**config.mk**
```make
export PLATFORM = sky130hd
export DESIGN_NAME = mcmq_ptr_ctrl
export DESIGN_NICKNAME = d
export VERILOG_FILES = /design/src/design/mcmq_pkg.sv /design/src/design/mcmq_ptr_ctrl.sv
export SDC_FILE = /design/constraint.sdc
export NUM_CORES = 1
export LEC_CHECK = 0
export BUFFER_PORTS_ARGS = -buffer_cell sky130_fd_sc_hd__buf_2
export CORE_MARGIN = 2
export CORE_UTILIZATION = 54
export CTS_CLUSTER_DIAMETER = 80
export DETAILED_ROUTE_END_ITERATION = 10
export GPL_TIMING_DRIVEN = 0
export PLACE_DENSITY_LB_ADDON = 0.1
export SYNTH_ARGS = -nofsm -noshare
export SYNTH_HDL_FRONTEND = slang
export SYNTH_SLANG_ARGS = --single-unit
```
**constraint.sdc**
```tcl
create_clock -name clk_i -period 3.85 [get_ports clk_i]
set_clock_uncertainty 0.1 [all_clocks]
set_input_delay 0.385 -clock clk_i [delete_from_list [all_inputs] [get_ports clk_i]]
set_output_delay 0.385 -clock clk_i [all_outputs]
set_load 0.005 [all_outputs]
```
**src/design/mcmq_pkg.sv**
```systemverilog
package mcmq_pkg;

  // Widths of the transaction fields; these are fixed by the interface.
  localparam int unsigned ChanW = 3;
  localparam int unsigned MsgW  = 64;
  localparam int unsigned MaskW = 8;

  typedef enum logic {
    CMD_SEND    = 1'b0,
    CMD_DELIVER = 1'b1
  } cmd_e;

  typedef struct packed {
    cmd_e             command;
    logic [ChanW-1:0] channel;
    logic [MsgW-1:0]  message;
    logic [MaskW-1:0] channel_mask;
    logic             sink_ready;
  } in_item_t;

  typedef struct packed {
    logic             sent;
    logic [ChanW-1:0] sent_channel;
    logic [MsgW-1:0]  sent_message;
    logic             queued;
    logic             dropped;
    logic [MaskW-1:0] pending_mask;
  } out_item_t;

  // Decision made in the accept cycle. It travels with the transaction
  // until the message store's read data is available.
  typedef struct packed {
    logic             sent;
    logic             from_mem;
    logic [ChanW-1:0] sent_channel;
    logic             queued;
    logic             dropped;
    logic [MaskW-1:0] pending_mask;
  } decision_t;

endpackage

```
**src/design/mcmq_ptr_ctrl.sv**
```systemverilog
module mcmq_ptr_ctrl #(
  parameter int unsigned CHANNELS    = 8,
  parameter int unsigned QUEUE_DEPTH = 64,
  localparam int unsigned AW = (CHANNELS * QUEUE_DEPTH > 1) ?
                               $clog2(CHANNELS * QUEUE_DEPTH) : 1
) (
  input  logic                      clk_i,
  input  logic                      rst_ni,
  input  logic                      accept_i,
  input  mcmq_pkg::in_item_t        item_i,
  output mcmq_pkg::decision_t       dec_o,
  output logic                      wr_en_o,
  output logic [AW-1:0]             wr_addr_o,
  output logic                      rd_en_o,
  output logic [AW-1:0]             rd_addr_o
);

  localparam int unsigned PW = $clog2(QUEUE_DEPTH);
  localparam int unsigned CW = (CHANNELS > 1) ? $clog2(CHANNELS) : 1;

  // Each pointer is a slot index plus a lap bit; equal indexes mean empty
  // when the lap bits agree and full when they differ.
  logic [PW-1:0] wr_idx_q [CHANNELS];
  logic [PW-1:0] wr_idx_d [CHANNELS];
  logic [PW-1:0] rd_idx_q [CHANNELS];
  logic [PW-1:0] rd_idx_d [CHANNELS];
  logic [CHANNELS-1:0] wr_lap_q, wr_lap_d, rd_lap_q, rd_lap_d;
  logic [CHANNELS-1:0] empty, full;

  logic          is_send, ch_ok, bypass, enqueue, drop, found, dequeue;
  logic [CW-1:0] send_ch, hit_ch;
  logic [mcmq_pkg::MaskW-1:0] pend;

  for (genvar c = 0; c < CHANNELS; c++) begin : g_flags
    assign empty[c] = (wr_idx_q[c] == rd_idx_q[c]) && (wr_lap_q[c] == rd_lap_q[c]);
    assign full[c]  = (wr_idx_q[c] == rd_idx_q[c]) && (wr_lap_q[c] != rd_lap_q[c]);
  end

  assign is_send = (item_i.command == mcmq_pkg::CMD_SEND);
  assign ch_ok   = ({1'b0, item_i.channel} < 4'(CHANNELS));
  assign send_ch = CW'(item_i.channel);

  // Lowest-numbered masked channel that holds a message.
  always_comb begin
    found  = 1'b0;
    hit_ch = '0;
    for (int c = CHANNELS - 1; c >= 0; c--) begin
      if (item_i.channel_mask[c] && !empty[c]) begin
        found  = 1'b1;
        hit_ch = CW'(c);
      end
    end
  end

  assign bypass  = is_send && ch_ok && empty[send_ch] && item_i.sink_ready;
  assign enqueue = is_send && ch_ok && !bypass && !full[send_ch];
  assign drop    = is_send && ch_ok && full[send_ch];
  assign dequeue = !is_send && found && item_i.sink_ready;

  always_comb begin
    for (int c = 0; c < CHANNELS; c++) begin
      wr_idx_d[c] = wr_idx_q[c];
      wr_lap_d[c] = wr_lap_q[c];
      rd_idx_d[c] = rd_idx_q[c];
      rd_lap_d[c] = rd_lap_q[c];
      if (enqueue && (send_ch == CW'(c))) begin
        if (wr_idx_q[c] == PW'(QUEUE_DEPTH - 1)) begin
          wr_idx_d[c] = '0;
          wr_lap_d[c] = ~wr_lap_q[c];
        end else begin
          wr_idx_d[c] = wr_idx_q[c] + PW'(1);
        end
      end
      if (dequeue && (hit_ch == CW'(c))) begin
        if (rd_idx_q[c] == PW'(QUEUE_DEPTH - 1)) begin
          rd_idx_d[c] = '0;
          rd_lap_d[c] = ~rd_lap_q[c];
        end else begin
          rd_idx_d[c] = rd_idx_q[c] + PW'(1);
        end
      end
    end
  end

  // Occupancy after this transaction, restricted to the mask.
  always_comb begin
    pend = '0;
    for (int c = 0; c < CHANNELS; c++) begin
      pend[c] = item_i.channel_mask[c] &&
                !((wr_idx_d[c] == rd_idx_d[c]) && (wr_lap_d[c] == rd_lap_d[c]));
    end
  end

  always_ff @(posedge clk_i or negedge rst_ni) begin
    if (!rst_ni) begin
      for (int c = 0; c < CHANNELS; c++) begin
        wr_idx_q[c] <= '0;
        rd_idx_q[c] <= '0;
      end
      wr_lap_q <= '0;
      rd_lap_q <= '0;
    end else if (accept_i) begin
      for (int c = 0; c < CHANNELS; c++) begin
        wr_idx_q[c] <= wr_idx_d[c];
        rd_idx_q[c] <= rd_idx_d[c];
      end
      wr_lap_q <= wr_lap_d;
      rd_lap_q <= rd_lap_d;
    end
  end

  assign wr_en_o   = accept_i && enqueue;
  assign wr_addr_o = AW'(send_ch) * AW'(QUEUE_DEPTH) + AW'(wr_idx_q[send_ch]);
  assign rd_en_o   = accept_i && dequeue;
  assign rd_addr_o = AW'(hit_ch) * AW'(QUEUE_DEPTH) + AW'(rd_idx_q[hit_ch]);

  always_comb begin
    dec_o              = '0;
    dec_o.sent         = bypass || dequeue;
    dec_o.from_mem     = dequeue;
    dec_o.queued       = enqueue;
    dec_o.dropped      = drop;
    dec_o.pending_mask = pend;
    if (bypass) begin
      dec_o.sent_channel = item_i.channel;
    end else if (dequeue) begin
      dec_o.sent_channel = mcmq_pkg::ChanW'(hit_ch);
    end
  end

endmodule

```
==> impl_metrics.yaml, run 1 <==
global_routing:
  grt_overflow_total: 0
  antenna_found_initial: 0
  first_global_vias: 9623
  grt_max_degree: 63
  grt_usage: 0.341
  grt_pass1_wl_mm: 53.2
setup_path:
  cp_cell_sequence: "buf_6 -> xor2_1 -> or4_4 -> o21ai_4 -> nand3_4 -> or4b_4 -> o21ai_2 -> o31ai_2 -> xnor2_1 -> o41a_1 -> buf_2"
  startpoint_type: "register"
  cpMaxStageDelayCell: "or4_4"
  reg2reg_to: "rd_idx_q[11]"
  r2r_setup_slack_ns: 0.58
  cp.required_ns: 3.37
  path_class: "reg -> out"
  crit_arrival_ns: 3.58
  worstPathMaxFanout: 6
  max_stage_delay_ns: 0.61
  reg2regPathDepth: 12
  r2r-start: "wr_idx_q[45]"
  endpoint_kind: "output pin"
synth:
  synth_nets: 1323
  synth_area_leaders: "dfrtp_1, xnor2_1, xor2_1, mux2_2, nand3_1"
  synth_seq_cells: 112
  synth_edf_count: 0
  synth_top_cell_by_area: "dfrtp_1"
  synth_top_area_share: 0.273
  syn_area_sq_um: 10300
  synth-async-reset-ratio: 1.00
  seq_area_frac_synth: 0.273
  synth.avg_cell_area_sq_um: 8.36
  synth_top_flop_cell: "dfrtp_1"
  syn_inst: 1227
  synthDistinctLibCells: 83
  yosysWarnings: 0
floorplanning:
  coreArea_sq_um: 18700
  die_h_microns: 142
  die_width_microns: 142
  rows: 50
  start_util: 0.549
  io_pins: 115
  dieArea_sq_um: 20100
cts:
  cts_root_buf: "clkbuf_16"
  cts_tree: "done"
  clock-sinks: 112
  clock_latency_ns: 0.37
  clk_pin_slew_ns: 0.08
  clk_path_buf_depth: 2
  cts_made_buffers: 9
  htree_levels: 3
pwr:
  p_per_area_nw_per_um2: 463
  vdd_drop_max_mv: 0.281
  power.total_uw: 5700
  p_switching_uw: 2550
  p_clk_frac: 0.168
  power.share.sequential: 0.325
  swShare: 0.447
  internal-power_uw: 3150
  comb_power_share: 0.507
  power_leakage_uw: 0.00481
finish:
  n_fill_cell: 1558
  multi_input_area_sq_um: 7750
  register_area_sq_um: 2850
  design_area_sq_um: 12300
  areaGrowthSynthToFinish_pct: 20.0
  nets: 1405
  drive_gt1_frac: 0.281
  diodes: 0
route:
  vias: 10400
  drc_errors: 0
  routed_wl_mm: 34.8
  first_iter_violations: 1090
  dr.pass1.iters: 6
  ant_nets: 0
  viasPerCell: 6.71
  wl_per_cell_microns: 22.5
hold_path:
  whs_path_depth: 3
  hold_path.class: "in -> reg"
  whs_endpoint: "rd_idx_q[9]"
  hold_start: "accept_i"
timing:
  period_share: 1.06
  setup_viol_count_final: 13
  fin_crit_ns: 4.07
  maxSlewViolCount: 0
  worst_slew_pin_slew_ns: 1.00
  fin_setup_tns_ns: -1.71
  hold_violations: 0
  rsz0062_at_grt: "true"
  max_slew_margin: 0.333
  fin_ws_ns: -0.218
  hold-worst-slack_ns: 0.401
  max_freq_mhz: 246
outcome:
  violations: "setup timing"
  outcome: "complete, but fails checks"
place:
  placed_cell_area_sq_um: 10800
  dp_hpwl_mm: 25.2
  portBuffers: 49
  routabilityCongestion: 0.983
run:
  max-cap-violations: 0
## state kept, by name (all words and copies together), names as in the netlist
register	flops
rd_lap_q	8
rd_idx_q	48
wr_idx_q	48
wr_lap_q	8
## cell usage in the layout (no fill, tap or decap), drive strengths merged, types with 11 or more instances in the layout
cell type | netlist | routed
dfrtp | 112 | 112
and2 | 11 | 11
nor4 | 21 | 21
clkbuf | 62 | 40
nor2 | 98 | 98
o21ai | 58 | 58
mux2 | 40 | 40
nand3 | 88 | 88
nor3 | 34 | 34
and3 | 33 | 33
buf | 27 | 130
xnor2 | 112 | 112
o31ai | 35 | 35
xor2 | 53 | 53
mux2i | 22 | 22
a21oi | 42 | 42
nand2 | 109 | 109
mux4 | 14 | 14
ha | 16 | 16
nand4 | 26 | 26
a31oi | 15 | 15
inv | 18 | 19
## per-layer routing
layer  share of wire  vias up  global-route usage
met3           0.072      151              0.0385
met4           0.062        0               0.178
li1                -     4692                   -
met1            0.41     5019               0.455
met5               0        -                   0
met2            0.46      523               0.549
## how the worst max path moves through the flow
stage,start,end,slack [ns],cells after the start
floorplan,wr_idx_q[43],dec_o[7],0.38,11
global placement,rd_idx_q[40],dec_o[6],-0.63,12
detailed placement,rd_idx_q[40],dec_o[6],-0.60,12
CTS,wr_idx_q[46],dec_o[6],-0.16,11
global route,wr_idx_q[45],dec_o[7],-0.26,11
finish,wr_idx_q[45],dec_o[7],-0.22,11
## synthesized netlist by cell type (6+ instances only)
| master | n |
|---|---|
| dfrtp_1 | 112 |
| xnor2_1 | 110 |
| nand2_1 | 109 |
| nor2_1 | 97 |
| nand3_1 | 86 |
| clkbuf_1 | 62 |
| xor2_1 | 53 |
| o21ai_0 | 50 |
| a21oi_1 | 42 |
| mux2_2 | 40 |
| nor3_1 | 34 |
| o31ai_1 | 34 |
| and3_1 | 33 |
| nand4_1 | 25 |
| mux2i_1 | 22 |
| nor4_1 | 20 |
| inv_1 | 18 |
| buf_2 | 17 |
| ha_1 | 16 |
| a31oi_1 | 15 |
| mux4_2 | 14 |
| and2_1 | 10 |
| a211oi_1 | 9 |
| nor2b_1 | 9 |
| o31a_1 | 9 |
| a221oi_1 | 8 |
| a22oi_1 | 8 |
| and4_1 | 8 |
| o211ai_1 | 8 |
| or3_1 | 8 |
| a41oi_1 | 6 |
| buf_4 | 6 |
| nand2b_1 | 6 |
| nand4b_1 | 6 |
| o21ai_1 | 6 |
| or4_1 | 6 |
## per-stage QoR
stage / util / cells / setup slack [ns]
2_1_floorplan: - / 1227 / 0.377
3_3_place_gp: 0.577 / 1510 / -0.633
3_5_place_dp: 0.579 / 1511 / -0.599
4_1_cts: 0.640 / 1536 / -0.159
5_1_grt: 0.658 / 1548 / -0.260
6_report: 0.658 / 1548 / -0.218
## final cells by class
class / instances / share of cell area
Clock buffer: 11 / 0.0205
Buffer: 52 / 0.0248
Clock inverter: 5 / 0.00325
Tap cell: 234 / 0.0238
Sequential cell: 112 / 0.231
Inverter: 21 / 0.00691
Multi-Input combinational cell: 1005 / 0.630
Timing Repair Buffer: 108 / 0.0599
## kinds of logic (layout without fill, tap and decap cells)
logic type                 Yosys count  in the layout  synth area share
xor gates and xnor gates           166            166             0.144
buffers and inverters              110            197            0.0445
AOI/OAI and AO/OA                  258            258             0.176
DFF                                112            112             0.273
and+or+nand+nor                    489            489             0.246
adders and majority gates           16             16            0.0195
muxes                               76             76            0.0961
## what timing repair did
| item | 4_1_cts | 5_1_grt |
|---|---|---|
| gates resized for setup | 141 | 60 |
| hold buffers | 1 | 0 |
| endpoints found under the setup margin | 27 | 14 |
| pin swaps | 36 | 27 |
| setup buffers | 41 | 16 |
| hold endpoints to repair | 50 | 0 |
## power by group through the flow
stage	logic (uW)	registers (uW)	clock network (uW)
after floorplan	1880	1560	0
after global placement	2500	1670	0
after detailed placement	2540	1670	0
after CTS	2710	1810	979
after global routing	3110	1870	1010
final	2890	1850	958
## critical path, delay by kind of cell (launching register included)
kind                   cells  cell delay [ns]
flip-flops                 1             0.39
buffers and inverters      2             0.27
AO/OA/AOI/OAI              4             0.94
XOR/XNOR                   2             0.27
AND/OR/NAND/NOR            3             1.33
Note: power is estimated with default switching activity, not from simulation.
==> run 2, diff against run 1 <==
==> constraint.sdc (replaced) <==
create_clock -name clk_i -period 3.85 [get_ports clk_i]
set_clock_uncertainty 0.1 [all_clocks]
set_input_delay 0 -clock clk_i [delete_from_list [all_inputs] [get_ports clk_i]]
set_output_delay 0 -clock clk_i [all_outputs]
set_load 0.005 [all_outputs]
==> impl_metrics.yaml, run 2 (synthesis gave the netlist of run 1 again) <==
setup_path:
  reg2regPathDepth: 10
  r2r_setup_slack_ns: 0.57
  startpoint_type: "register"
  path_class: "reg -> out"
  endpoint_kind: "output pin"
  reg2reg_to: "wr_idx_q[42]"
  worstPathMaxFanout: 8
  r2r-start: "wr_idx_q[2]"
  cp.required_ns: 3.75
  crit_arrival_ns: 3.72
pwr:
  power.share.sequential: 0.342
  internal-power_uw: 2970
  p_switching_uw: 2400
  power_leakage_uw: 0.00456
  swShare: 0.447
  p_per_area_nw_per_um2: 466
  power.total_uw: 5370
  comb_power_share: 0.478
  vdd_drop_max_mv: 0.269
  p_clk_frac: 0.180
route:
  vias: 10100
  viasPerCell: 6.68
  routed_wl_mm: 33.4
  ant_nets: 0
  first_iter_violations: 1077
  wl_per_cell_microns: 22.1
  dr.pass1.iters: 6
  drc_errors: 0
floorplanning:
  dieArea_sq_um: 20100
  start_util: 0.549
  rows: 50
  coreArea_sq_um: 18700
  io_pins: 115
  die_width_microns: 142
  die_h_microns: 142
global_routing:
  first_global_vias: 9110
  grt_pass1_wl_mm: 51.3
  antenna_found_initial: 0
  grt_max_degree: 63
  grt_usage: 0.331
  grt_overflow_total: 0
outcome:
  outcome: "finished clean"
cts:
  clk_pin_slew_ns: 0.08
  cts_made_buffers: 9
  cts_tree: "done"
  clk_path_buf_depth: 2
  clock_latency_ns: 0.37
  htree_levels: 3
  clock-sinks: 112
  cts_root_buf: "clkbuf_16"
finish:
  multi_input_area_sq_um: 7320
  final_util: 0.615
  nets: 1373
  n_fill_cell: 1668
  diodes: 0
  final_cell_mix: "nand2_1, dfrtp_1, xnor2_1"
  register_area_sq_um: 2820
  areaGrowthSynthToFinish_pct: 12.2
  final_common_cell: "nand2_1"
  reg_top3: "rd_idx_q: 48 flops, wr_idx_q: 48 flops"
  final_cells: 1516
  drive_gt1_frac: 0.193
place:
  place_ws_ns: -0.214
  portBuffers: 49
  routabilityCongestion: 0.983
  placed_cells: 1511
  dp_hpwl_mm: 25.2
hold_path:
  whs_endpoint: "rd_idx_q[9]"
  hold_start: "accept_i"
  hold_path.class: "in -> reg"
  whs_path_depth: 3
timing:
  hold_violations: 0
  rsz0062_at_grt: "true"
  fin_setup_tns_ns: 0
  fin_ws_ns: 0.0320
  max_freq_mhz: 262
  fin_crit_ns: 3.82
  period_share: 0.992
  maxSlewViolCount: 0
  setup_viol_count_final: 0
  max_slew_margin: 0.343
  worst_slew_pin_slew_ns: 0.985
run:
  max-cap-violations: 0
## run 2: final cells by class
class                           instances  share of cell area
Tap cell                              234              0.0254
Clock inverter                          5             0.00348
Multi-Input combinational cell       1005               0.636
Timing Repair Buffer                   70              0.0375
Buffer                                 58              0.0237
Inverter                               21             0.00706
Sequential cell                       112               0.245
Clock buffer                           11              0.0220
## run 2: through the flow
| step | hold slack (ns) | cell area (sq um) |
|---|---|---|
| floorplan | -0.396 | 10300 |
| CTS | 0.0207 | 11300 |
| global placement | 0.226 | 10800 |
| detailed placement | -0.112 | 10800 |
| global route | 0.0766 | 11500 |
| finish | 0.0193 | 11500 |
## run 2: worst max path at each step
| stage | end | slack, ns | from |
|---|---|---|---|
| final | dec_o[7] | 0.03 | rd_idx_q[24] |
| after global routing | dec_o[7] | -0.09 | wr_idx_q[26] |
| after CTS | dec_o[7] | -0.03 | wr_idx_q[14] |
| after detailed placement | dec_o[6] | -0.21 | rd_idx_q[40] |
| after global placement | dec_o[6] | -0.25 | rd_idx_q[40] |
| after floorplan | dec_o[7] | 0.76 | wr_idx_q[43] |
## run 2: timing repair
| item | in CTS | in global routing |
|---|---|---|
| gates cloned | 0 | 0 |
| pin swaps | 6 | 14 |
| hold buffers | 1 | 0 |
| gates resized for setup | 29 | 48 |
| setup buffers | 8 | 11 |
| endpoints found under the setup margin | 24 | 14 |
| hold endpoints to repair | 112 | 0 |
## run 2: power groups by stage
| stage | Sequential, uW | Combinational, uW | Clock (uW) |
|---|---|---|---|
| after floorplan | 1560 | 1880 | 0 |
| after detailed placement | 1670 | 2540 | 0 |
| final | 1840 | 2570 | 965 |
| after global routing | 1870 | 2790 | 1020 |
| after CTS | 1720 | 2530 | 979 |
| after global placement | 1670 | 2500 | 0 |
## run 2: per-layer routing
metal | global-route usage | vias up | routed length, microns
li1 | - | 4640 | -
met1 | 0.448 | 4877 | 13900
met2 | 0.538 | 517 | 15600
met3 | 0.0449 | 96 | 2560
met4 | 0.133 | 0 | 1400
met5 | 0 | - | 0
## run 2: worst max-delay path, stage by stage, from the launching register on
cell and delay, ns:
dfrtp_1 0.49, xor2_1 0.24, nor3_1 0.42, a21o_4 0.23, nand2_1 0.16, or3_1 0.40
buf_2 0.19, or4_4 0.51, nand3_2 0.09, nand3_1 0.07, o41a_1 0.40, buf_2 0.13
